$ cat src/hw/rtl/sha512_pkg.sv
package sha512_pkg;

    localparam int WORD_W     = 64;
    localparam int ROUNDS     = 80;
    localparam int BLOCK_WDS  = 16;
    localparam int HASH_WDS   = 8;

    typedef struct packed {
        logic [63:0] msg_word;
        logic [3:0]  valid_bytes;
        logic        final_word;
    } msg_item_t;

    typedef struct packed {
        logic [63:0] digest_word;
        logic [2:0]  word_index;
        logic        digest_last;
    } digest_item_t;

    localparam logic [2:0] SEL_INPUT  = 3'd0;
    localparam logic [2:0] SEL_PAD    = 3'd1;
    localparam logic [2:0] SEL_ZERO   = 3'd2;
    localparam logic [2:0] SEL_LEN_HI = 3'd3;
    localparam logic [2:0] SEL_LEN_LO = 3'd4;

    typedef struct packed {
        logic       push;
        logic [2:0] sel;
        logic       take;
        logic       init_work;
        logic       round;
        logic [6:0] round_idx;
        logic       fold;
        logic       clear;
        logic [2:0] out_idx;
    } dp_cmd_t;

    typedef struct packed {
        logic final_word;
        logic full_tail;
    } dp_status_t;

    localparam logic [HASH_WDS-1:0][63:0] INIT_HASH = {
        64'h5be0cd19137e2179, 64'h1f83d9abfb41bd6b,
        64'h9b05688c2b3e6c1f, 64'h510e527fade682d1,
        64'ha54ff53a5f1d36f1, 64'h3c6ef372fe94f82b,
        64'hbb67ae8584caa73b, 64'h6a09e667f3bcc908
    };

    function automatic logic [63:0] round_const(input logic [6:0] t);
        logic [63:0] k;
        unique case (t)
            7'd0:  k = 64'h428a2f98d728ae22;
            7'd1:  k = 64'h7137449123ef65cd;
            7'd2:  k = 64'hb5c0fbcfec4d3b2f;
            7'd3:  k = 64'he9b5dba58189dbbc;
            7'd4:  k = 64'h3956c25bf348b538;
            7'd5:  k = 64'h59f111f1b605d019;
            7'd6:  k = 64'h923f82a4af194f9b;
            7'd7:  k = 64'hab1c5ed5da6d8118;
            7'd8:  k = 64'hd807aa98a3030242;
            7'd9:  k = 64'h12835b0145706fbe;
            7'd10: k = 64'h243185be4ee4b28c;
            7'd11: k = 64'h550c7dc3d5ffb4e2;
            7'd12: k = 64'h72be5d74f27b896f;
            7'd13: k = 64'h80deb1fe3b1696b1;
            7'd14: k = 64'h9bdc06a725c71235;
            7'd15: k = 64'hc19bf174cf692694;
            7'd16: k = 64'he49b69c19ef14ad2;
            7'd17: k = 64'hefbe4786384f25e3;
            7'd18: k = 64'h0fc19dc68b8cd5b5;
            7'd19: k = 64'h240ca1cc77ac9c65;
            7'd20: k = 64'h2de92c6f592b0275;
            7'd21: k = 64'h4a7484aa6ea6e483;
            7'd22: k = 64'h5cb0a9dcbd41fbd4;
            7'd23: k = 64'h76f988da831153b5;
            7'd24: k = 64'h983e5152ee66dfab;
            7'd25: k = 64'ha831c66d2db43210;
            7'd26: k = 64'hb00327c898fb213f;
            7'd27: k = 64'hbf597fc7beef0ee4;
            7'd28: k = 64'hc6e00bf33da88fc2;
            7'd29: k = 64'hd5a79147930aa725;
            7'd30: k = 64'h06ca6351e003826f;
            7'd31: k = 64'h142929670a0e6e70;
            7'd32: k = 64'h27b70a8546d22ffc;
            7'd33: k = 64'h2e1b21385c26c926;
            7'd34: k = 64'h4d2c6dfc5ac42aed;
            7'd35: k = 64'h53380d139d95b3df;
            7'd36: k = 64'h650a73548baf63de;
            7'd37: k = 64'h766a0abb3c77b2a8;
            7'd38: k = 64'h81c2c92e47edaee6;
            7'd39: k = 64'h92722c851482353b;
            7'd40: k = 64'ha2bfe8a14cf10364;
            7'd41: k = 64'ha81a664bbc423001;
            7'd42: k = 64'hc24b8b70d0f89791;
            7'd43: k = 64'hc76c51a30654be30;
            7'd44: k = 64'hd192e819d6ef5218;
            7'd45: k = 64'hd69906245565a910;
            7'd46: k = 64'hf40e35855771202a;
            7'd47: k = 64'h106aa07032bbd1b8;
            7'd48: k = 64'h19a4c116b8d2d0c8;
            7'd49: k = 64'h1e376c085141ab53;
            7'd50: k = 64'h2748774cdf8eeb99;
            7'd51: k = 64'h34b0bcb5e19b48a8;
            7'd52: k = 64'h391c0cb3c5c95a63;
            7'd53: k = 64'h4ed8aa4ae3418acb;
            7'd54: k = 64'h5b9cca4f7763e373;
            7'd55: k = 64'h682e6ff3d6b2b8a3;
            7'd56: k = 64'h748f82ee5defb2fc;
            7'd57: k = 64'h78a5636f43172f60;
            7'd58: k = 64'h84c87814a1f0ab72;
            7'd59: k = 64'h8cc702081a6439ec;
            7'd60: k = 64'h90befffa23631e28;
            7'd61: k = 64'ha4506cebde82bde9;
            7'd62: k = 64'hbef9a3f7b2c67915;
            7'd63: k = 64'hc67178f2e372532b;
            7'd64: k = 64'hca273eceea26619c;
            7'd65: k = 64'hd186b8c721c0c207;
            7'd66: k = 64'heada7dd6cde0eb1e;
            7'd67: k = 64'hf57d4f7fee6ed178;
            7'd68: k = 64'h06f067aa72176fba;
            7'd69: k = 64'h0a637dc5a2c898a6;
            7'd70: k = 64'h113f9804bef90dae;
            7'd71: k = 64'h1b710b35131c471b;
            7'd72: k = 64'h28db77f523047d84;
            7'd73: k = 64'h32caab7b40c72493;
            7'd74: k = 64'h3c9ebe0a15c9bebc;
            7'd75: k = 64'h431d67c49c100d4c;
            7'd76: k = 64'h4cc5d4becb3e42b6;
            7'd77: k = 64'h597f299cfc657e2a;
            7'd78: k = 64'h5fcb6fab3ad6faec;
            7'd79: k = 64'h6c44198c4a475817;
            default: k = '0;
        endcase
        return k;
    endfunction

endpackage

$ cat src/hw/rtl/sha512_ctrl.sv
module sha512_ctrl
    import sha512_pkg::*;
(
    input  logic       clk,
    input  logic       rst_n,
    input  logic       msg_valid,
    output logic       msg_stall,
    output logic       digest_valid,
    input  logic       digest_stall,
    input  dp_status_t status,
    output dp_cmd_t    cmd
);

    localparam logic [2:0] S_IDLE  = 3'd0;
    localparam logic [2:0] S_PAD   = 3'd1;
    localparam logic [2:0] S_ROUND = 3'd2;
    localparam logic [2:0] S_FOLD  = 3'd3;
    localparam logic [2:0] S_OUT   = 3'd4;

    localparam logic [6:0] LAST_ROUND = 7'(ROUNDS - 1);
    localparam logic [3:0] LAST_WORD  = 4'(BLOCK_WDS - 1);
    localparam logic [3:0] LEN_WORD   = 4'(BLOCK_WDS - 2);

    logic [2:0] state_reg, state_next;
    logic [3:0] cnt_reg, cnt_next;
    logic [6:0] round_reg, round_next;
    logic [2:0] oidx_reg, oidx_next;
    logic       padding_reg, padding_next;
    logic       pad8_reg, pad8_next;
    logic       lenhi_reg, lenhi_next;
    logic       last_reg, last_next;

    assign msg_stall    = (state_reg != S_IDLE);
    assign digest_valid = (state_reg == S_OUT);

    always_comb
    begin
        state_next    = state_reg;
        cnt_next      = cnt_reg;
        round_next    = round_reg;
        oidx_next     = oidx_reg;
        padding_next  = padding_reg;
        pad8_next     = pad8_reg;
        lenhi_next    = lenhi_reg;
        last_next     = last_reg;
        cmd           = '0;
        cmd.sel       = SEL_ZERO;
        cmd.round_idx = round_reg;
        cmd.out_idx   = oidx_reg;

        unique case (state_reg)
            S_IDLE:
            begin
                if (msg_valid)
                begin
                    cmd.push = 1'b1;
                    cmd.take = 1'b1;
                    cmd.sel  = SEL_INPUT;
                    cnt_next = cnt_reg + 4'd1;
                    if (status.final_word)
                    begin
                        padding_next = 1'b1;
                        pad8_next    = status.full_tail;
                    end
                    if (cnt_reg == LAST_WORD)
                    begin
                        cmd.init_work = 1'b1;
                        round_next    = '0;
                        state_next    = S_ROUND;
                    end
                    else if (status.final_word)
                        state_next = S_PAD;
                end
            end
            S_PAD:
            begin
                cmd.push = 1'b1;
                cnt_next = cnt_reg + 4'd1;
                priority if (pad8_reg)
                begin
                    cmd.sel   = SEL_PAD;
                    pad8_next = 1'b0;
                end
                else if (cnt_reg == LEN_WORD)
                begin
                    cmd.sel    = SEL_LEN_HI;
                    lenhi_next = 1'b1;
                end
                else if (cnt_reg == LAST_WORD && lenhi_reg)
                begin
                    cmd.sel    = SEL_LEN_LO;
                    lenhi_next = 1'b0;
                    last_next  = 1'b1;
                end
                else
                    cmd.sel = SEL_ZERO;
                if (cnt_reg == LAST_WORD)
                begin
                    cmd.init_work = 1'b1;
                    round_next    = '0;
                    state_next    = S_ROUND;
                end
            end
            S_ROUND:
            begin
                cmd.round  = 1'b1;
                round_next = round_reg + 7'd1;
                if (round_reg == LAST_ROUND)
                begin
                    round_next = '0;
                    state_next = S_FOLD;
                end
            end
            S_FOLD:
            begin
                cmd.fold = 1'b1;
                priority if (last_reg)
                begin
                    oidx_next  = '0;
                    state_next = S_OUT;
                end
                else if (padding_reg)
                    state_next = S_PAD;
                else
                    state_next = S_IDLE;
            end
            S_OUT:
            begin
                if (!digest_stall)
                begin
                    oidx_next = oidx_reg + 3'd1;
                    if (&oidx_reg)
                    begin
                        cmd.clear    = 1'b1;
                        padding_next = 1'b0;
                        last_next    = 1'b0;
                        state_next   = S_IDLE;
                    end
                end
            end
            default:
                state_next = S_IDLE;
        endcase
    end

    always_ff @(posedge clk or negedge rst_n)
    begin
        if (!rst_n)
        begin
            state_reg   <= S_IDLE;
            cnt_reg     <= '0;
            round_reg   <= '0;
            oidx_reg    <= '0;
            padding_reg <= 1'b0;
            pad8_reg    <= 1'b0;
            lenhi_reg   <= 1'b0;
            last_reg    <= 1'b0;
        end
        else
        begin
            state_reg   <= state_next;
            cnt_reg     <= cnt_next;
            round_reg   <= round_next;
            oidx_reg    <= oidx_next;
            padding_reg <= padding_next;
            pad8_reg    <= pad8_next;
            lenhi_reg   <= lenhi_next;
            last_reg    <= last_next;
        end
    end

endmodule

$ cat config.mk
export PLATFORM = sky130hd
export DESIGN_NAME = sha512_ctrl
export DESIGN_NICKNAME = d
export VERILOG_FILES = /design/src/hw/rtl/sha512_pkg.sv /design/src/hw/rtl/sha512_ctrl.sv
export SDC_FILE = /design/constraint.sdc
export NUM_CORES = 1
export LEC_CHECK = 0
export ABC_AREA = 1
export BUFFER_PORTS_ARGS = -buffer_cell sky130_fd_sc_hd__buf_2
export CAP_MARGIN = 10
export CORE_MARGIN = 4
export CORE_UTILIZATION = 38
export DETAILED_ROUTE_END_ITERATION = 10
export PLACE_DENSITY = 0.66
export SLEW_MARGIN = 25
export SYNTH_ARGS = -nofsm -noshare
export SYNTH_HDL_FRONTEND = slang
export SYNTH_SLANG_ARGS = --single-unit
$ cat constraint.sdc
create_clock -name clk -period 1.4 [get_ports clk]
set_input_delay 0.07 -clock clk [delete_from_list [all_inputs] [get_ports clk]]
set_output_delay 0.07 -clock clk [all_outputs]
set_load 0.005 [all_outputs]
==> impl_metrics.py, run 1 <==
metrics = {
    "drt": {
        "viasPerCell": 4.737,
        "drt_iter0_markers": 54,
        "vias": 1227,
        "wire_per_inst_um": 12.47,
        "ant_nets": 0,
        "drc": 0,
        "routed_wl_mm": 3.231,
        "dr.pass1.iters": 6,
    },
    "timing": {
        "slew_headroom": 0.6772,
        "timing.hold.ws_ps": 69.67,
        "min_period_ps": 1542,
        "drv_slew": 0,
        "tightest_slew_ps": 484.2,
        "setup_tns_ps": -1086,
        "rsz0062_at_grt": "true",
        "setup_violations": 17,
        "fmax_mhz": 648.4,
        "worst_slack_ps": -142.2,
        "fin_crit_sh": 1.102,
        "skew_ps": 6.080,
        "hold_violations": 0,
    },
    "cts": {
        "cts_root_buf": "clkbuf_4",
        "cts_buffer_depth": 2,
        "cts_num_sinks": 21,
        "numCtsBuffers": 3,
        "insertion_delay_ps": 300,
        "htree_levels": 1,
        "clk_pin_slew_ps": 120,
        "cts_tree": "built",
    },
    "global_route": {
        "grt_max_degree": 22,
        "grtUsageTotal": 0.1520,
        "overflow": 0,
        "grt_pass1_wl_mm": 5.119,
        "first_global_vias": 1165,
        "antenna_found_initial": 0,
    },
    "pwr": {
        "seq_power_share": 0.286,
        "p_comb_frac": 0.640,
        "ir_drop_uv": 790.0,
        "power.share.clock": 0.074,
        "leakage_nw": 0.9654,
        "intPower_mw": 2.232,
        "total_power_mw": 3.971,
        "sw_frac_of_total": 0.4378,
        "p_per_area_mw_per_mm2": 2133,
        "switchingPower_mw": 1.738,
    },
    "synth": {
        "synthFlopType": "dfrtp_1",
        "ys_seq_area_frac": 0.4290,
        "async_flop_share": 1.000,
        "synth_cells": 151,
        "syn_area_mm2": 0.001225,
        "synth.avg_cell_area_um2": 8.112,
        "synth_edf_count": 0,
        "syn-num-nets": 162,
        "yosys_warnings": 0,
        "ys_types": 28,
        "synth_seq_cells": 21,
    },
    "layout": {
        "area_growth_pct": 51.99,
        "drive_above_1_share": 0.4791,
        "largest_reg_flops": 7,
        "antenna_cells": 0,
        "fin_nets": 227,
    },
    "floorplan": {
        "fp-row-count": 20,
        "dieArea_mm2": 0.004196,
        "start_util": 0.3980,
        "core_mm2": 0.003078,
        "boundaryPins": 27,
        "die_y_um": 64.78,
        "die_w_um": 64.78,
    },
    "min_path": {
        "hold_class": "in2reg",
    },
    "outcome": {
        "violations": "setup timing",
        "outcome": "complete, but fails checks",
    },
    "placement": {
        "dpl.hpwl_mm": 2.038,
        "io_buffers": 26,
        "gp_congestion": 0.7988,
        "post-place-ws_ps": 19.76,
    },
    "setup_path": {
        "worstSetupEndpointType": "primary output",
        "critPathRequiredTime_ps": 1330,
        "start_kind": "flip-flop",
        "critPathMaxFanout": 3,
        "critical_path_class": "reg2out",
        "cp.arrival_ps": 1470,
    },
    "run": {
        "max_cap_violations": 0,
    },
}
## repair_timing
action	4_1_cts	5_1_grt
buffers inserted	19	13
cloned	0	0
endpoints found under the setup margin	11	20
pin swaps	9	9
hold buffers	1	0
resized for setup	27	15
hold endpoints to repair	21	0
## worst max-delay path, stage by stage, from the launching register on
cell and delay [ps]:
dfrtp_2 440, ha_4 160, nand3_4 90, nor3_4 220, inv_2 70, nor2_4 80
buf_2 110
## power groups by stage
stage	combinational, mW	sequential (mW)	clock, mW
CTS	2.03	1.14	0.302
floorplan	1.05	1.07	0
detailed placement	1.46	1.15	0
finish	2.54	1.14	0.294
global placement	1.43	1.13	0
global route	2.80	1.17	0.329
## cells in the final DEF (no fill, tap or decap), types with 2 or more instances in the layout
cell / netlist / final
nand2_1: 35 / 30
buf_4: 1 / 26
buf_2: 0 / 24
dfrtp_1: 21 / 17
inv_1: 18 / 15
nand3_1: 16 / 14
nor2_1: 11 / 10
buf_6: 0 / 10
inv_2: 6 / 7
nand2_2: 2 / 7
o21ai_1: 6 / 5
nor3_4: 2 / 4
nor2_4: 1 / 4
nand4_1: 4 / 4
dfrtp_2: 0 / 4
xor2_1: 3 / 3
ha_1: 5 / 3
clkbuf_4: 0 / 3
inv_4: 0 / 2
nor3_2: 2 / 2
o21ai_0: 2 / 2
nand3_2: 1 / 2
o21ai_2: 2 / 2
a21oi_1: 2 / 2
ha_4: 0 / 2
## worst paths after layout
check | from | endpoint | slack, ps | cells past startpoint
max in group asynchronous | rst_n | state_reg[1]$_DFFE_PN0P_ | 800 | 2
min | status[0] | pad8_reg$_DFFE_PN0P_ | 70 | 3
max reg2reg | cnt_reg[1]$_DFFE_PN0P_ | round_reg[4]$_DFFE_PN0P_ | -110 | 8
max | cnt_reg[1]$_DFFE_PN0P_ | cmd[17] | -140 | 6
min in group asynchronous | rst_n | round_reg[2]$_DFFE_PN0P_ | 250 | 2
min reg2reg | padding_reg$_DFFE_PN0P_ | padding_reg$_DFFE_PN0P_ | 530 | 2
## cell usage after synthesis (all sizes together) (2+ instances only)
cell | count | area [um^2]
inv | 24 | 90.08
o21ai | 10 | 57.56
nor3 | 6 | 62.56
nand2 | 37 | 143.9
nand3 | 17 | 90.09
ha | 5 | 62.56
a21oi | 2 | 10.01
nand4 | 4 | 25.02
dfrtp | 21 | 525.5
xor2 | 3 | 26.28
nor2 | 14 | 65.06
## stage by stage
step                      cell area (um^2)  utilization  std cells
after global placement                1418       0.4606        222
after floorplan                       1225            -        151
after CTS                             1707       0.5545        246
after global routing                  1862       0.6049        259
final                                 1862       0.6049        259
after detailed placement              1418       0.4606        222
## routing by layer
metal,vias to the layer above,track usage,part of all wire
met5,-,0,0
met4,0,0.03166,0.0099
met3,4,0.02600,0.042
met2,28,0.2656,0.50
met1,575,0.1957,0.45
li1,620,-,-
## kinds of logic (layout without fill, tap and decap cells)
kind of cell | count (synthesis) | count (layout) | share of synthesized area
buffers and inverters | 25 | 89 | 0.07967
flip-flops | 21 | 21 | 0.4290
multiplexers | 1 | 1 | 0.008172
adder cells (fa/ha/maj) | 5 | 5 | 0.05107
AND/OR/NAND/NOR | 80 | 80 | 0.3310
AO/OA/AOI/OAI | 16 | 16 | 0.07969
XOR/XNOR | 3 | 3 | 0.02145
## area by class of cell
| class | instances | area, um^2 |
|---|---|---|
| clock buffers | 4 | 26.28 |
| fillers | 272 | 1216 |
| inverters | 24 | 95.09 |
| multi-input cells | 105 | 716.9 |
| flip-flops and latches | 21 | 530.5 |
| well taps | 44 | 55.05 |
| repair buffers | 61 | 437.9 |
Note: power is estimated with default switching activity, not from simulation.
==> run 2, diff against run 1 <==
--- a/config.mk
+++ b/config.mk
@@ -6,12 +6,15 @@
 export NUM_CORES = 1
 export LEC_CHECK = 0
 export ABC_AREA = 1
-export BUFFER_PORTS_ARGS = -buffer_cell sky130_fd_sc_hd__buf_2
 export CAP_MARGIN = 10
+export CELL_PAD_IN_SITES_DETAIL_PLACEMENT = 1
+export CELL_PAD_IN_SITES_GLOBAL_PLACEMENT = 2
 export CORE_MARGIN = 4
-export CORE_UTILIZATION = 38
+export CORE_UTILIZATION = 35
 export DETAILED_ROUTE_END_ITERATION = 10
-export PLACE_DENSITY = 0.66
+export DONT_BUFFER_PORTS = 1
+export HOLD_SLACK_MARGIN = 0.15
+export PLACE_DENSITY = 0.83
 export SLEW_MARGIN = 25
 export SYNTH_ARGS = -nofsm -noshare
 export SYNTH_HDL_FRONTEND = slang
==> run 2 against run 1 <==
Compared with the run above:
- the run still ends with setup timing left
- die area is 7.5% higher
- sequential power is essentially flat
- cell area grew 1.3%
==> impl_metrics.py, run 2 (synthesis results as in run 1) <==
metrics = {
    "layout": {
        "final_cells": 245,
        "fin_util": 0.5610,
        "largest_reg_flops": 7,
        "fin_nets": 211,
        "multi_input_area_um2": 778.2,
        "seq_area_um2": 529.3,
        "antenna_cells": 0,
        "num-fill-cells": 411,
        "final_cell_mix": "nand2_1, buf_4, dfrtp_1",
        "area_growth_pct": 54.03,
        "drive_above_1_share": 0.4673,
        "layout_commonest_cell": "nand2_1",
    },
    "timing": {
        "skew_ps": 15.29,
        "drv_slew": 0,
        "min_period_ps": 1604,
        "slew_headroom": 0.6647,
        "worst_slack_ps": -204.0,
        "tightest_slew_ps": 503.0,
        "setup_violations": 15,
        "rsz0062_at_grt": "true",
        "fmax_mhz": 623.4,
        "fin_crit_sh": 1.146,
        "hold_violations": 0,
    },
    "setup_path": {
        "crit_family": "flip-flops",
        "start_kind": "flip-flop",
        "critPathRequiredTime_ps": 1330,
        "critPathMaxStageDelay_ps": 420,
        "crit_chain": "ha_2 > ha_4 > nand2_4 > nor4_4 > buf_4",
        "worstSetupEndpointType": "primary output",
        "slowest_stage": "dfrtp_1",
        "critPathMaxFanout": 3,
        "crit_buf_inv": 1,
        "cp.arrival_ps": 1530,
        "critical_path_class": "reg2out",
    },
    "drt": {
        "drt_iter0_markers": 18,
        "wire_per_inst_um": 17.01,
        "top_layer": "met4",
        "drc": 0,
        "routed_wl_mm": 4.168,
        "wl_met2_mm": 2.358,
        "vias": 1212,
        "dr.pass1.iters": 4,
        "ant_nets": 0,
        "viasPerCell": 4.947,
        "wl_met3_um": 115,
        "route.layer.met1.wl_mm": 1.656,
    },
    "pwr": {
        "leakage_nw": 0.9018,
        "ir_drop_uv": 686.1,
        "p_per_area_mw_per_mm2": 2170,
    },
    "floorplan": {
        "start_util": 0.3642,
        "boundaryPins": 27,
        "core_mm2": 0.003363,
        "dieArea_mm2": 0.004510,
        "die_y_um": 67.16,
        "fp-row-count": 21,
        "die_w_um": 67.16,
    },
    "cts": {
        "numCtsBuffers": 3,
        "cts_num_sinks": 21,
        "cts_tree": "built",
        "clk_pin_slew_ps": 140,
        "cts_root_buf": "clkbuf_4",
        "cts_buffer_depth": 2,
        "htree_levels": 1,
        "insertion_delay_ps": 320,
    },
    "global_route": {
        "grtUsageTotal": 0.1861,
        "overflow": 0,
        "grt_pass1_wl_mm": 6.251,
        "antenna_found_initial": 0,
        "grt_max_degree": 22,
        "first_global_vias": 1280,
    },
    "placement": {
        "io_buffers": 0,
        "place_inst": 207,
        "dpl.hpwl_mm": 2.339,
        "gp_congestion": 0.7704,
    },
    "run": {
        "max_cap_violations": 0,
    },
    "outcome": {
        "violations": "setup timing",
        "outcome": "complete, but fails checks",
    },
    "min_path": {
        "hold_class": "in2async",
    },
}
[run 2: final cells by class]
type                       count  share of cell area
clock buffer                   3             0.01194
timing repair buffer          45              0.2102
clock inverter                 1            0.002653
inverter                      24             0.05172
tap                           46             0.03050
sequential                    21              0.2805
multi-input combinational    105              0.4125
[run 2: path summary, 6_finish.rpt]
check                                          from                       end  slack, ps  cells past startpoint
max in group asynchronous                     rst_n  state_reg[2]$_DFFE_PN0P_        780                      2
min reg2reg                 padding_reg$_DFFE_PN0P_   padding_reg$_DFFE_PN0P_        540                      2
min in group clk                          status[0]      pad8_reg$_DFFE_PN0P_        520                      3
max                         oidx_reg[1]$_DFFE_PN0P_                    cmd[3]       -200                      5
max reg2reg                state_reg[2]$_DFFE_PN0P_  state_reg[0]$_DFFE_PN0P_        -80                      9
min                                           rst_n  round_reg[2]$_DFFE_PN0P_        240                      2
[run 2: what timing repair did]
item,4_1_cts,5_1_grt
endpoints found under the hold margin,30,21
resized for setup,24,35
buffers inserted,18,11
hold buffers,5,1
pin swaps,7,13
setup endpoints to repair,10,28
[run 2: through the flow]
stage | setup WS [ps] | power, mW | setup TNS, ps | area (um^2) | hold WS [ps]
CTS | -142.8 | 3.526 | -453.5 | 1674 | 390.7
detailed placement | 44.51 | 2.555 | 0 | 1358 | -225.0
finish | -204.0 | 4.094 | -913.2 | 1887 | 237.7
global route | -289.6 | 4.433 | -2353 | 1887 | 268.7
floorplan | 146.6 | 2.122 | 0 | 1225 | -225.6
global placement | 72.17 | 2.480 | 0 | 1358 | -225.0
[run 2: report_power, final]
part	total [mW]	switching (mW)	leakage [nW]	internal, mW
sequential	1.14	0.295	0.257	0.846
clock	0.313	0.206	0.0177	0.107
combinational	2.64	1.40	0.627	1.24
[run 2: routing by layer]
metal  up-vias  track usage
met5         -            0
met4         0      0.06076
met3         4      0.02496
met2        18       0.3534
met1       605       0.2120
li1        585            -
==> run 3, diff against run 2 <==
--- a/config.mk
+++ b/config.mk
@@ -15,6 +15,7 @@
 export DONT_BUFFER_PORTS = 1
 export HOLD_SLACK_MARGIN = 0.15
 export PLACE_DENSITY = 0.83
+export SKIP_CTS_REPAIR_TIMING = 1
 export SLEW_MARGIN = 25
 export SYNTH_ARGS = -nofsm -noshare
 export SYNTH_HDL_FRONTEND = slang
==> run 3 against run 2 <==
Compared with the run above:
- the run still ends with setup timing left
- count of clock-buffer cells in the layout unchanged
- cell area decreased by 8.4%
- hold slack better by 290 ps
- non-clock buffer count fell by 11
- sequential share of layout area is 2.6 points higher
- register-to-register slack better by 50 ps
- sequential cell count did not move
- die area stayed put
- global-route usage fell by 3.9 points
- core utilization decreased by 4.7 points
==> impl_metrics.py, run 3 (synthesis results as in run 1) <==
metrics = {
    "outcome": {
        "outcome": "complete, but fails checks",
        "violations": "setup timing",
    },
    "timing": {
        "rsz0062_at_grt": "true",
        "drv_slew": 0,
        "slew_headroom": 0.5983,
        "fmax_mhz": 640.6,
        "worst_slack_ps": -160.9,
        "hold_violations": 0,
        "setup_violations": 9,
        "min_period_ps": 1561,
        "tightest_slew_ps": 600.6,
        "skew_ps": 4.408,
        "fin_crit_sh": 1.115,
    },
    "drt": {
        "ant_nets": 0,
        "viasPerCell": 4.932,
        "vias": 1154,
        "drc": 0,
        "wire_per_inst_um": 15.45,
        "routed_wl_mm": 3.615,
        "dr.pass1.iters": 4,
        "drt_iter0_markers": 28,
    },
    "setup_path": {
        "worstSetupEndpointType": "primary output",
        "critPathRequiredTime_ps": 1330,
        "crit_family": "flip-flops",
        "critPathMaxStageDelay_ps": 440,
        "start_kind": "flip-flop",
        "slowest_stage": "dfrtp_1",
        "critical_path_class": "reg2out",
        "critPathMaxFanout": 3,
        "crit_buf_inv": 2,
        "rr_worst_depth": 7,
        "crit_chain": "ha_4 > nand3_4 > nor3_4 > inv_2 > nor2_4 > buf_4",
        "cp.depth": 6,
        "cp.arrival_ps": 1490,
    },
    "layout": {
        "num-fill-cells": 414,
        "postLayoutCellArea_mm2": 0.001729,
        "largest_reg_flops": 7,
        "multi_input_area_um2": 720.7,
        "fin_nets": 200,
        "drive_above_1_share": 0.3617,
        "layout_commonest_cell": "nand2_1",
        "area_growth_pct": 41.16,
        "final_cell_mix": "nand2_1, buf_4, dfrtp_1",
        "seq_area_um2": 529.3,
        "antenna_cells": 0,
    },
    "global_route": {
        "grtUsageTotal": 0.1473,
        "grt_pass1_wl_mm": 5.085,
        "first_global_vias": 1093,
        "grt_max_degree": 22,
        "antenna_found_initial": 0,
        "overflow": 0,
    },
    "cts": {
        "insertion_delay_ps": 310,
        "numCtsBuffers": 3,
        "htree_levels": 1,
        "cts_root_buf": "clkbuf_4",
        "cts_buffer_depth": 2,
        "cts_num_sinks": 21,
        "clk_pin_slew_ps": 130,
        "cts_tree": "built",
    },
    "floorplan": {
        "start_util": 0.3642,
        "die_y_um": 67.16,
        "core_mm2": 0.003363,
        "die_w_um": 67.16,
        "fp-row-count": 21,
        "boundaryPins": 27,
        "dieArea_mm2": 0.004510,
    },
    "placement": {
        "io_buffers": 0,
        "dpl.hpwl_mm": 2.339,
        "gp_congestion": 0.7704,
        "place_area_mm2": 0.001358,
    },
    "pwr": {
        "total_power_mw": 3.470,
        "leakage_nw": 0.8338,
        "p_per_area_mw_per_mm2": 2007,
        "ir_drop_uv": 643.2,
    },
    "run": {
        "max_cap_violations": 0,
    },
    "min_path": {
        "hold_class": "reg2reg",
        "min_delay_path_depth": 2,
    },
}
## run 3: changes by cell type in the layout (fill, tap and decap cells not counted), sizes merged
cell and delta:
dlygate4sd3 +2, buf -13
## run 3: final cells by class
type / instances / area share
Tap cell: 46 / 0.03329
Multi-Input combinational cell: 105 / 0.4168
Clock buffer: 3 / 0.01302
Timing Repair Buffer: 34 / 0.1758
Sequential cell: 21 / 0.3061
Inverter: 24 / 0.05210
Clock inverter: 1 / 0.002894
## run 3: path summary, 6_finish.rpt
| check | end | slack, ps | start |
|---|---|---|---|
| max | cmd[17] | -160 | cnt_reg[1]$_DFFE_PN0P_ |
| min | padding_reg$_DFFE_PN0P_ | 530 | padding_reg$_DFFE_PN0P_ |
| max reg2reg | round_reg[4]$_DFFE_PN0P_ | -30 | cnt_reg[1]$_DFFE_PN0P_ |
| min reg2reg | padding_reg$_DFFE_PN0P_ | 530 | padding_reg$_DFFE_PN0P_ |
| max in group asynchronous | state_reg[0]$_DFFE_PN0P_ | 100 | rst_n |
| min in group asynchronous | last_reg$_DFFE_PN0P_ | 840 | rst_n |
## run 3: through the flow
step                hold WS (ps)  cells  utilization  worst slack [ps]  TNS, ps
floorplan                 -225.6    151            -             146.6        0
global placement          -225.0    207       0.4036             72.17        0
detailed placement        -225.0    207       0.4036             44.51        0
CTS                       -590.1    211       0.4118            -326.0    -1492
global route               515.6    234       0.5141            -280.8    -1978
finish                     531.1    234       0.5141            -160.9   -598.1
## run 3: power breakdown
part / switching (mW) / total (mW) / internal, mW
combinational: 1.14 / 2.02 / 0.881
sequential: 0.292 / 1.14 / 0.845
clock: 0.201 / 0.307 / 0.107
## run 3: worst register-to-register path: stages, from the launching register on
cell and delay [ps]:
dfrtp_1 440, ha_4 170, nand3_4 90, buf_4 170, o21ai_1 170, nand2_2 130, inv_2 110, o21ai_1 70
## run 3: layer usage
layer | wire length, um | track usage
met1 | 1553 | 0.1861
met2 | 1895 | 0.2466
met5 | 0 | 0
met4 | 54 | 0.06076
met3 | 112 | 0.02662
